===== src/sv/sbus_frame_receiver_decoder_top_macros.svh =====
// ---------------------------------------------------------------------------
// Assertion macros for the serial RC frame decoder
// Concurrent assertion wrappers clocked on aclk, empty outside simulation.
// ---------------------------------------------------------------------------
`ifndef SBUS_FRAME_RECEIVER_DECODER_TOP_MACROS_SVH
`define SBUS_FRAME_RECEIVER_DECODER_TOP_MACROS_SVH

`ifndef SYNTHESIS
// Checked only while out of reset.
`define SFRD_ASSERT(label, prop, msg) \
    label: assert property (@(posedge aclk) disable iff (!aresetn) prop) else $error(msg);
// Checked at every edge, reset included.
`define SFRD_ASSERT_ALWAYS(label, prop, msg) \
    label: assert property (@(posedge aclk) prop) else $error(msg);
`else
`define SFRD_ASSERT(label, prop, msg)
`define SFRD_ASSERT_ALWAYS(label, prop, msg)
`endif

`endif


===== src/sv/sfrd_pkg.sv =====
// ---------------------------------------------------------------------------
// Serial RC frame decoder package
// Shared constants for the frame byte chain and the decoder top level.
// ---------------------------------------------------------------------------
package sfrd_pkg;

    localparam int FRAME_BYTES_DEFAULT = 24;
    localparam int BYTE_W = 8;
    localparam int CHAN_W = 12;
    localparam int RAW_W = 11;
    localparam int COUNT_W = 16;
    localparam int TICK_W = 16;

    localparam logic [BYTE_W-1:0] SYNC_BYTE = 8'h0F;
    localparam logic [CHAN_W-1:0] CHAN_OFFSET = 12'd1980;
    localparam int LOST_BIT = 2;
    localparam int FAILSAFE_BIT = 3;

    typedef enum logic {
        OP_BYTE = 1'b0,
        OP_TICK = 1'b1
    } opcode_t;

endpackage


===== src/sv/sfrd_byte_cell.sv =====
// ---------------------------------------------------------------------------
// Frame byte cell
// One byte of the frame chain; loads its neighbor's byte on each shift.
// ---------------------------------------------------------------------------
module sfrd_byte_cell (
    input  logic                       aclk,
    input  logic                       shift_en,
    input  logic [sfrd_pkg::BYTE_W-1:0] byte_in,
    output logic [sfrd_pkg::BYTE_W-1:0] byte_out
);
    import sfrd_pkg::*;

    logic [BYTE_W-1:0] byte_reg;

    always_ff @(posedge aclk) begin
        if (shift_en) begin
            byte_reg <= byte_in;
        end
    end

    assign byte_out = byte_reg;

endmodule


===== src/sv/sbus_frame_receiver_decoder_top.sv =====
// ---------------------------------------------------------------------------
// Serial RC frame receiver and decoder
// Frames received bytes on sync and gap timing and unpacks seven channels.
// ---------------------------------------------------------------------------
//
//  Channel   Direction  Handshake          Payload
//  s_        in         s_valid/s_ready    s_opcode, s_rx_byte
//  m_        out        m_valid/m_ready    m_chan_one..m_chan_seven, counts, link_up
//  cfg_      in         cfg_wr_en          cfg_wr_data (gap_ticks)
//
//  The block takes one transaction per clock cycle unless stalled. A byte
//  or tick is absorbed in the cycle it is accepted; the first byte after a
//  full frame triggers the decode and loads the output register at that
//  edge, so its result is visible on the next cycle. The only stall is the
//  output register: s_ready drops only while a result is held and m_ready
//  is low. Reset clears the tick timer, the byte position and the flag
//  counters. The byte chain needs no reset, since a frame is decoded only
//  after all of its bytes have been shifted in.
//
module sbus_frame_receiver_decoder_top #(
    parameter int FRAME_BYTES = sfrd_pkg::FRAME_BYTES_DEFAULT
) (
    input  logic                         aclk,
    input  logic                         aresetn,
    // Configuration
    input  logic                         cfg_wr_en,
    input  logic [sfrd_pkg::BYTE_W-1:0]  cfg_wr_data,
    // Input transactions
    input  logic                         s_valid,
    output logic                         s_ready,
    input  logic                         s_opcode,
    input  logic [sfrd_pkg::BYTE_W-1:0]  s_rx_byte,
    // Result transactions
    output logic                         m_valid,
    input  logic                         m_ready,
    output logic [sfrd_pkg::CHAN_W-1:0]  m_chan_one,
    output logic [sfrd_pkg::CHAN_W-1:0]  m_chan_two,
    output logic [sfrd_pkg::CHAN_W-1:0]  m_chan_three,
    output logic [sfrd_pkg::CHAN_W-1:0]  m_chan_four,
    output logic [sfrd_pkg::CHAN_W-1:0]  m_chan_five,
    output logic [sfrd_pkg::CHAN_W-1:0]  m_chan_six,
    output logic [sfrd_pkg::CHAN_W-1:0]  m_chan_seven,
    output logic [sfrd_pkg::COUNT_W-1:0] m_lost_frames,
    output logic [sfrd_pkg::COUNT_W-1:0] m_failsafe_frames,
    output logic                         m_link_up
);
    import sfrd_pkg::*;
    `include "sbus_frame_receiver_decoder_top_macros.svh"

    // The position runs from zero to one past the frame length, which marks
    // a frame that has already been decoded.
    localparam int POS_W = $clog2(FRAME_BYTES + 2);
    localparam logic [POS_W-1:0] POS_FULL = POS_W'(FRAME_BYTES);
    localparam logic [POS_W-1:0] POS_DONE = POS_W'(FRAME_BYTES + 1);

    logic [BYTE_W-1:0]  gap_ticks_reg;
    logic [TICK_W-1:0]  tick_count_reg;
    logic [TICK_W-1:0]  frame_start_reg;
    logic [POS_W-1:0]   pos_reg;
    logic [POS_W-1:0]   pos_next;
    logic [COUNT_W-1:0] lost_reg;
    logic [COUNT_W-1:0] lost_next;
    logic [COUNT_W-1:0] failsafe_reg;
    logic [COUNT_W-1:0] failsafe_next;
    logic               out_valid_reg;

    logic [CHAN_W-1:0]  chan_reg [7];
    logic [CHAN_W-1:0]  chan_next [7];
    logic               link_up_reg;

    logic               accept;
    logic               byte_acc;
    logic               tick_acc;
    logic               restart;
    logic               shift_en;
    logic               decode;
    logic [TICK_W-1:0]  elapsed;

    // Byte chain: cell 0 takes the incoming byte, the oldest byte sits at
    // the far end. Once a frame is full, frame byte j lives in cell N-1-j.
    logic [BYTE_W-1:0]  chain [FRAME_BYTES];

    assign s_ready  = !out_valid_reg || m_ready;
    assign accept   = s_valid && s_ready;
    assign byte_acc = accept && (s_opcode == OP_BYTE);
    assign tick_acc = accept && (s_opcode == OP_TICK);

    // Elapsed ticks wrap with the timer, so a plain 16-bit difference works.
    assign elapsed  = tick_count_reg - frame_start_reg;
    assign restart  = byte_acc && (s_rx_byte == SYNC_BYTE)
                      && (elapsed >= {{(TICK_W-BYTE_W){1'b0}}, gap_ticks_reg});

    // A restarting sync byte is stored as byte zero; bytes past a full
    // frame leave the chain alone.
    assign shift_en = restart || (byte_acc && (pos_reg < POS_FULL));
    assign decode   = byte_acc && !restart && (pos_reg == POS_FULL);

    for (genvar k = 0; k < FRAME_BYTES; k++) begin : g_cell
        if (k == 0) begin : g_head
            sfrd_byte_cell u_cell (
                .aclk     (aclk),
                .shift_en (shift_en),
                .byte_in  (s_rx_byte),
                .byte_out (chain[k])
            );
        end else begin : g_body
            sfrd_byte_cell u_cell (
                .aclk     (aclk),
                .shift_en (shift_en),
                .byte_in  (chain[k-1]),
                .byte_out (chain[k])
            );
        end
    end

    // Frame bytes used by the decoder, named by their place in the frame.
    logic [BYTE_W-1:0] fb [11];
    logic [BYTE_W-1:0] flags;
    logic [RAW_W-1:0]  raw [7];

    always_comb begin
        for (int j = 0; j < 11; j++) begin
            fb[j] = chain[FRAME_BYTES-1-j];
        end
        flags = chain[0];

        raw[0] = {fb[2][2:0], fb[1]};
        raw[1] = {fb[3][5:0], fb[2][7:3]};
        raw[2] = {fb[5][0],   fb[4],      fb[3][7:6]};
        raw[3] = {fb[6][3:0], fb[5][7:1]};
        raw[4] = {fb[7][6:0], fb[6][7:4]};
        raw[5] = {fb[9][1:0], fb[8],      fb[7][7]};
        raw[6] = {fb[10][4:0], fb[9][7:2]};

        for (int c = 0; c < 7; c++) begin
            chan_next[c] = {1'b0, raw[c]} + CHAN_OFFSET;
        end
    end

    always_comb begin
        pos_next      = pos_reg;
        lost_next     = lost_reg;
        failsafe_next = failsafe_reg;
        if (restart) begin
            pos_next = POS_W'(1);
        end else if (shift_en) begin
            pos_next = pos_reg + POS_W'(1);
        end else if (decode) begin
            pos_next = POS_DONE;
            lost_next     = lost_reg + COUNT_W'(flags[LOST_BIT]);
            failsafe_next = failsafe_reg + COUNT_W'(flags[FAILSAFE_BIT]);
        end
    end

    always_ff @(posedge aclk) begin
        if (!aresetn) begin
            gap_ticks_reg   <= '0;
            tick_count_reg  <= '0;
            frame_start_reg <= '0;
            pos_reg         <= '0;
            lost_reg        <= '0;
            failsafe_reg    <= '0;
            out_valid_reg   <= 1'b0;
        end else begin
            if (cfg_wr_en) begin
                gap_ticks_reg <= cfg_wr_data;
            end
            if (tick_acc) begin
                tick_count_reg <= tick_count_reg + TICK_W'(1);
            end
            if (restart) begin
                frame_start_reg <= tick_count_reg;
            end
            pos_reg      <= pos_next;
            lost_reg     <= lost_next;
            failsafe_reg <= failsafe_next;
            if (decode) begin
                out_valid_reg <= 1'b1;
            end else if (m_ready) begin
                out_valid_reg <= 1'b0;
            end
        end
    end

    // Result payload; loaded only when a frame completes.
    always_ff @(posedge aclk) begin
        if (decode) begin
            for (int c = 0; c < 7; c++) begin
                chan_reg[c] <= chan_next[c];
            end
            link_up_reg <= !flags[FAILSAFE_BIT];
        end
    end

    assign m_valid           = out_valid_reg;
    assign m_chan_one        = chan_reg[0];
    assign m_chan_two        = chan_reg[1];
    assign m_chan_three      = chan_reg[2];
    assign m_chan_four       = chan_reg[3];
    assign m_chan_five       = chan_reg[4];
    assign m_chan_six        = chan_reg[5];
    assign m_chan_seven      = chan_reg[6];
    assign m_lost_frames     = lost_reg;
    assign m_failsafe_frames = failsafe_reg;
    assign m_link_up         = link_up_reg;

    // The byte position never runs past the decoded marker.
    `SFRD_ASSERT_ALWAYS(a_pos_range, !aresetn || pos_reg <= POS_DONE, "byte position out of range")
    // A completed frame always shows up as a result on the next cycle.
    `SFRD_ASSERT(a_decode_valid, decode |=> m_valid, "decoded frame not presented")
    // Flag counters only move together with a fresh result.
    `SFRD_ASSERT(a_count_moves, $changed({lost_reg, failsafe_reg}) |-> m_valid, "counter moved")
    // A taken result is not presented again unless another frame completed.
    `SFRD_ASSERT(a_no_repeat, m_valid && m_ready && !decode |=> !m_valid, "result repeated")

endmodule


===== config.mk =====
export PLATFORM = sky130hd
export DESIGN_NAME = sbus_frame_receiver_decoder_top
export DESIGN_NICKNAME = d
export VERILOG_FILES = /design/src/sv/sfrd_pkg.sv /design/src/sv/sfrd_byte_cell.sv /design/src/sv/sbus_frame_receiver_decoder_top.sv
export VERILOG_INCLUDE_DIRS = /design/src /design/src/sv
export SDC_FILE = /design/constraint.sdc
export NUM_CORES = 1
export LEC_CHECK = 0
export ABC_AREA = 1
export BUFFER_PORTS_ARGS = -buffer_cell sky130_fd_sc_hd__buf_2
export CORE_MARGIN = 2
export CORE_UTILIZATION = 40
export DETAILED_ROUTE_END_ITERATION = 10
export GPL_TIMING_DRIVEN = 0
export PLACE_DENSITY = 0.69
export SYNTH_ARGS = -nofsm -noshare
export SYNTH_HDL_FRONTEND = slang
export SYNTH_SLANG_ARGS = --single-unit

===== constraint.sdc =====
create_clock -name aclk -period 8.45 [get_ports aclk]
set_input_delay 1.2675 -clock aclk [delete_from_list [all_inputs] [get_ports aclk]]
set_output_delay 1.2675 -clock aclk [all_outputs]
set_load 0.005 [all_outputs]

# Yosys cells after proc, flatten, opt, wreduce, memory -nomap -nowiden
# Memories as Yosys holds them, arrays and structs flattened.
# Index checks and enable logic that the tools add are counted.
word_totals:
  n_memories: 1
  inputBits: 22
  reg_bits: 263
  ramBits: 84
op_classes:
  bitwise_logic: 4
  n_eq_ne: 2
  n_addsub: 12
  muxes: 7
  magnitude_cmp: 2
  n_reduce_logical: 18
memory_table:
  columns: ["name", "words", "word_bits", "rd", "rd_ports_with_merged_regs", "write_ports", "line", "rtl"]
  rows:
  - ["chan_reg", 7, 12, 7, 0, 7, "sbus_frame_receiver_decoder_top.sv:67", "logic [CHAN_W-1:0] chan_reg [7];"]
ops:
  columns: ["operator", "n"]
  rows:
  - ["$add A11 B11 Y12 const B", 7]
  - ["$add A16 B1 Y16", 2]
  - ["$add A16 B1 Y16 const B", 1]
  - ["$ge A16 B8 Y1", 1]
  - ["$sub A16 B16 Y16", 1]
  - ["$mux W5", 2]
  - ["$eq A8 B4 Y1 const B", 1]
  - ["$logic_and A1 B1 Y1", 8]
  - ["$add A5 B1 Y5 const B", 1]
  - ["$eq A5 B5 Y1 const B", 1]
  - ["$lt A5 B5 Y1 const B", 1]
  - ["$mux W1", 5]
  - ["$not A1 Y1", 4]
  - ["$reduce_bool A2 Y1", 2]
  - ["$logic_not A1 Y1", 3]
  - ["$reduce_and A3 Y1", 1]
  - ["$reduce_bool A3 Y1", 1]
  - ["$logic_or A1 B1 Y1", 2]
  - ["$reduce_or A2 Y1", 1]

# Longest topological paths before layout
depth:
  depth_word: 12
  ltp_mapped: 24
  mapped_depth_nobuf: 23

# Modules after synthesis
# From an unflattened synthesis, not the netlist that was laid out.
unflattened:
  hier_cells: 1160
  area_unflattened_um2: 13999.7
modules_own_cells:
  columns: ["module", "cells_each", "area_each_um2", "n_inst"]
  rows:
  - ["sbus_frame_receiver_decoder_top", 976, 8474.4, 1]
  - ["sfrd_byte_cell", 8, 240.2, 23]

# Worst setup path before layout
# No wires, ideal clock.
synth_path:
  path_type: "in2reg"
  start: "input m_ready"
  end: "register g_cell[0].g_head.u_cell.byte_reg[0], enable pin"
  required_ns: 7.896
  slack_ns: 1.573
  stages: 9
  n_path_buf: 1
  arrival_time_ns: 6.323
  setup_time_ns: 0.554
  path_cell_list: "inv_1 a21boi_1 inv_1 nor2_1 inv_1 nor4_1 nand2_2 buf_12 nand2_1"
synth_between:
  elab_chain_cells: 6
synth_lines:
  columns: ["item", "line", "rtl"]
  rows:
  - ["start: declaration", "sbus_frame_receiver_decoder_top.sv:35", "input logic m_ready,"]
  - ["$logic_or A1 B1 Y1 *", "sbus_frame_receiver_decoder_top.sv:83", "assign s_ready = !out_valid_reg || m_ready;"]
  - ["$logic_and A1 B1 Y1 *", "sbus_frame_receiver_decoder_top.sv:84", "assign accept = s_valid && s_ready;"]
  - ["$logic_and A1 B1 Y1 *", "sbus_frame_receiver_decoder_top.sv:85", "assign byte_acc = accept && (s_opcode == OP_BYTE);"]
  - ["$logic_and A1 B1 Y1", "sbus_frame_receiver_decoder_top.sv:90", "assign restart = byte_acc && (s_rx_byte == SYNC_BYTE)"]
  - ["$logic_and A1 B1 Y1", "sbus_frame_receiver_decoder_top.sv:91", "&& (elapsed >= {{(TICK_W-BYTE_W){1'b0}}, gap_ticks_reg});"]
  - ["$logic_or A1 B1 Y1 *", "sbus_frame_receiver_decoder_top.sv:95", "assign shift_en = restart || (byte_acc && (pos_reg < POS_FULL));"]
  - ["named net g_cell[0].g_head.u_cell.shift_en", "sfrd_byte_cell.sv:7", "input logic shift_en,"]
  - ["end signal: assignment", "sfrd_byte_cell.sv:17", "byte_reg <= byte_in;"]
  - ["end: declaration", "sfrd_byte_cell.sv:13", "logic [BYTE_W-1:0] byte_reg;"]
# The timed path passes the listed nets; every way through them passes the cells marked *.
# A chain may end at the register's enable or synchronous reset.

# Worst setup path in the final report
layout_path:
  start: "register tick_count_reg[0]"
  end: "register g_cell[13].g_body.u_cell.byte_reg[7], enable pin"
layout_between:
  elab_chain_cells: 4
layout_lines:
  columns: ["item", "line", "rtl"]
  rows:
  - ["start: declaration", "sbus_frame_receiver_decoder_top.sv:57", "logic [TICK_W-1:0] tick_count_reg;"]
  - ["start signal: assignment", "sbus_frame_receiver_decoder_top.sv:169", "tick_count_reg <= tick_count_reg + TICK_W'(1);"]
  - ["$sub A16 B16 Y16", "sbus_frame_receiver_decoder_top.sv:89", "assign elapsed = tick_count_reg - frame_start_reg;"]
  - ["$ge A16 B8 Y1", "sbus_frame_receiver_decoder_top.sv:91", null]
  - ["$logic_and A1 B1 Y1", "sbus_frame_receiver_decoder_top.sv:91", null]
  - ["$logic_or A1 B1 Y1", "sbus_frame_receiver_decoder_top.sv:95", null]
  - ["named net g_cell[0].g_head.u_cell.shift_en", "sfrd_byte_cell.sv:7", null]
  - ["end signal: assignment", "sfrd_byte_cell.sv:17", null]
  - ["end: declaration", "sfrd_byte_cell.sv:13", null]
# The timed path passes the listed nets, and every way through them passes these cells.

==> out/metrics.csv <==
stage,metric,value,unit
run_status,outcome,finished clean,
clock_network,clk slew on worst S/H paths,0.06,ns
placement,# port buffers,140,
global_route,vias in the first global route,8324,
critical_path,Reg-to-Reg Start,tick_count_reg[0],
sta,Setup Viol. Count Final,0,
drt,drt total wl,25700,µm
global_route,Total GRT Usage,14.0,%
pwr,PD cells,213,nW/µm²
min_path,Min-Delay Startpoint,g_cell[12].g_body.u_cell.byte_out[0],
sta,clock period minus worst slack,4.24,ns
global_route,first-pass GRT wire length,41200,µm
logic_synthesis,yosys warns,0,
sta,Least-Margin Pin Slew,0.689,ns
layout,n_diodes,0,
layout,share of cells above drive strength 1,20.0,%
layout,Filler cells,3028,
pwr,Tot Pwr,3.55,mW
drt,initial drt markers,491,
min_path,worst min path class,register to register,
sta,final worst slack,4.21,ns
sta,fin. max-slew vios,0,
layout,most frequent cells in the layout,"edfxtp_1, nand2_1, buf_2",
critical_path,Crit path required time,8.63,ns
clock_network,Resized cells post-CTS,0,
sta,RSZ-0062 raised after global routing,no,
sta,final period utilization,50.2,%
layout,"commonest non-fill, non-tap cell in the layout",edfxtp_1,
logic_synthesis,"Seq/Total Area, Yosys",68.0,%
clock_network,H-tree levels,2,
logic_synthesis,post-synth cell types,34,
global_route,pin count of the biggest net entering global routing,82,
logic_synthesis,Syn Inst Count,1154,
drt,vias,8683,
sta,final hold vios,0,
floorplan,Rows,68,
placement,DP Worst Slack,4.07,ns
clock_network,postcts setup bufs,0,
critical_path,Worst setup SP type,register,
logic_synthesis,synthesis-stage register bit count,347,
critical_path,Critical Path AT,4.43,ns
sta,relative slew slack,54.1,%
critical_path,Crit Path Max Fanout,77,
floorplan,initial core utilization,40.8,%
pwr,Leakage Power,6.30,nW
job,max-cap viol count,0,
layout,Util after Layout,48.1,%
floorplan,core area,34700,µm²
clock_network,CTS Buf Count,37,
drt,Post-route DRC,0,
layout,area growth from synthesis to layout,17.7,%
floorplan,Die W,192,µm
sta,Worst Skew,0.0148,ns
global_route,initial antenna violation count,0,
placement,DP Wirelength,18000,µm
floorplan,Die Area,37000,µm²
logic_synthesis,Post-Syn Nets,1214,
placement,DP Area,15500,µm²
critical_path,CP Launch Point,tick_count_reg[0],
logic_synthesis,"Cell Area, Synth",14200,µm²
layout,number of flip-flops in the largest register,176,
drt,DRT Pass-1 Iters,5,
drt,number of nets with antenna violations after routing,0,
critical_path,Setup CP Type,register to register,
clock_network,cts-stage hold buffer count,0,
clock_network,worst skew pair latency,0.53,ns
sta,Fmax,236,MHz
pwr,VDD IR max,0.160,mV
placement,Final GP Congestion,0.897,
layout,fin area,16700,µm²
drt,detail-routed via count per cell,4.78,
clock_network,CTS root buffer,clkbuf_16,
global_route,GRT overflow,0,
critical_path,CP endpoint kind,register,
logic_synthesis,Synth Area per Inst,12.3,µm²
clock_network,clock sinks,347,
floorplan,I/O pin total,141,
clock_network,CTS tree,built,
clock_network,clk buf depth,3,
layout,NumNets Final,1396,
drt,routed len/inst,14.1,µm
floorplan,die height,192,µm
layout make-up:
| type | count | area, µm² | area share (%) |
|---|---|---|---|
| inverters | 149 | 562 | 3.37 |
| clock inverters | 20 | 180 | 1.08 |
| plain buffers | 22 | 164 | 0.983 |
| repair buffers | 143 | 783 | 4.70 |
| multi-input cells | 636 | 3820 | 22.9 |
| flip-flops and latches | 347 | 9640 | 57.8 |
| well taps | 455 | 569 | 3.41 |
| clock buffers | 45 | 966 | 5.79 |
worst paths after layout:
kind                                                              to  slack [ns]  cells past startpoint
worst max-delay path            g_cell[13].g_body.u_cell.byte_out[7]        4.21                     21
worst min-delay path            g_cell[13].g_body.u_cell.byte_out[0]        0.41                      0
worst max register to register  g_cell[13].g_body.u_cell.byte_out[7]        4.21                     21
worst min register to register  g_cell[13].g_body.u_cell.byte_out[0]        0.41                      0
synthesized netlist by cell type:
cell	count	area share (%)
nand2_1	185	4.9
fa_1	1	0.14
xor2_1	65	4.0
inv_2	2	0.053
buf_12	3	0.42
nand3b_1	12	0.64
o21ai_0	36	1.3
a31oi_1	1	0.044
a211oi_1	2	0.11
o21ai_1	7	0.25
nand2_4	1	0.079
nand4_1	17	0.75
xnor2_1	20	1.2
nor3b_1	3	0.16
inv_1	147	3.9
nor4b_1	1	0.062
buf_8	2	0.21
nand2_2	5	0.22
ha_1	37	3.3
nor4_1	2	0.088
nand3_2	29	2.0
nor2_1	71	1.9
and2_1	3	0.13
nor2_2	1	0.044
dfxtp_1	78	11
edfxtp_1	269	57
o21a_1	2	0.11
nand3_1	35	1.2
a21boi_1	1	0.053
clkbuf_1	9	0.24
nor3_1	15	0.53
a21oi_2	25	1.5
a21oi_1	59	2.1
buf_2	8	0.28
cell families after synthesis:
logic type | synth area share, %
adders and majority gates | 3.41
and+or+nand+nor | 12.8
buffers and inverters | 5.10
AOI/OAI and AO/OA | 5.46
DFF | 68.0
xor gates and xnor gates | 5.25
stage by stage:
step | setup TNS [ns] | hold slack, ns | instances
floorplan | 0 | 0.400 | 1154
detailed placement | 0 | 0.405 | 1752
global placement | -72.82 | 0.401 | 1749
global route | 0 | 0.418 | 1817
CTS | 0 | 0.406 | 1817
finish | 0 | 0.410 | 1817
layer usage:
metal / share of wire [%] / up-vias / global-route usage (%)
li1: - / 4301 / -
met4: 2.3 / 0 / 4.58
met1: 45 / 4109 / 18.2
met5: 0 / - / 0
met2: 47 / 230 / 23.1
met3: 6.3 / 43 / 3.27
where the power goes:
group          switching, mW  internal, mW  total (mW)
combinational         0.0756        0.0371       0.113
clock                  0.645         0.884        1.53
sequential            0.0215          1.89        1.91
total                  0.742          2.81        3.55
worst max-delay path, stage by stage (launching register included):
cell     delay [ns]
dfxtp_1        0.38
inv_1          0.10
ha_1           0.23
fa_1           0.42
inv_1          0.10
nand3_1        0.07
nand3_1        0.16
xor2_1         0.10
ha_1           0.28
nand2_1        0.04
inv_1          0.04
nand2_1        0.04
nand2_1        0.06
nand2_1        0.06
nand4_1        0.07
nor2_1         0.05
nand2_1        0.18
nand2_2        0.12
buf_12         0.20
nand2_4        0.40
buf_16         0.37
buf_16         0.36
Power figures use the tool's default switching activity.
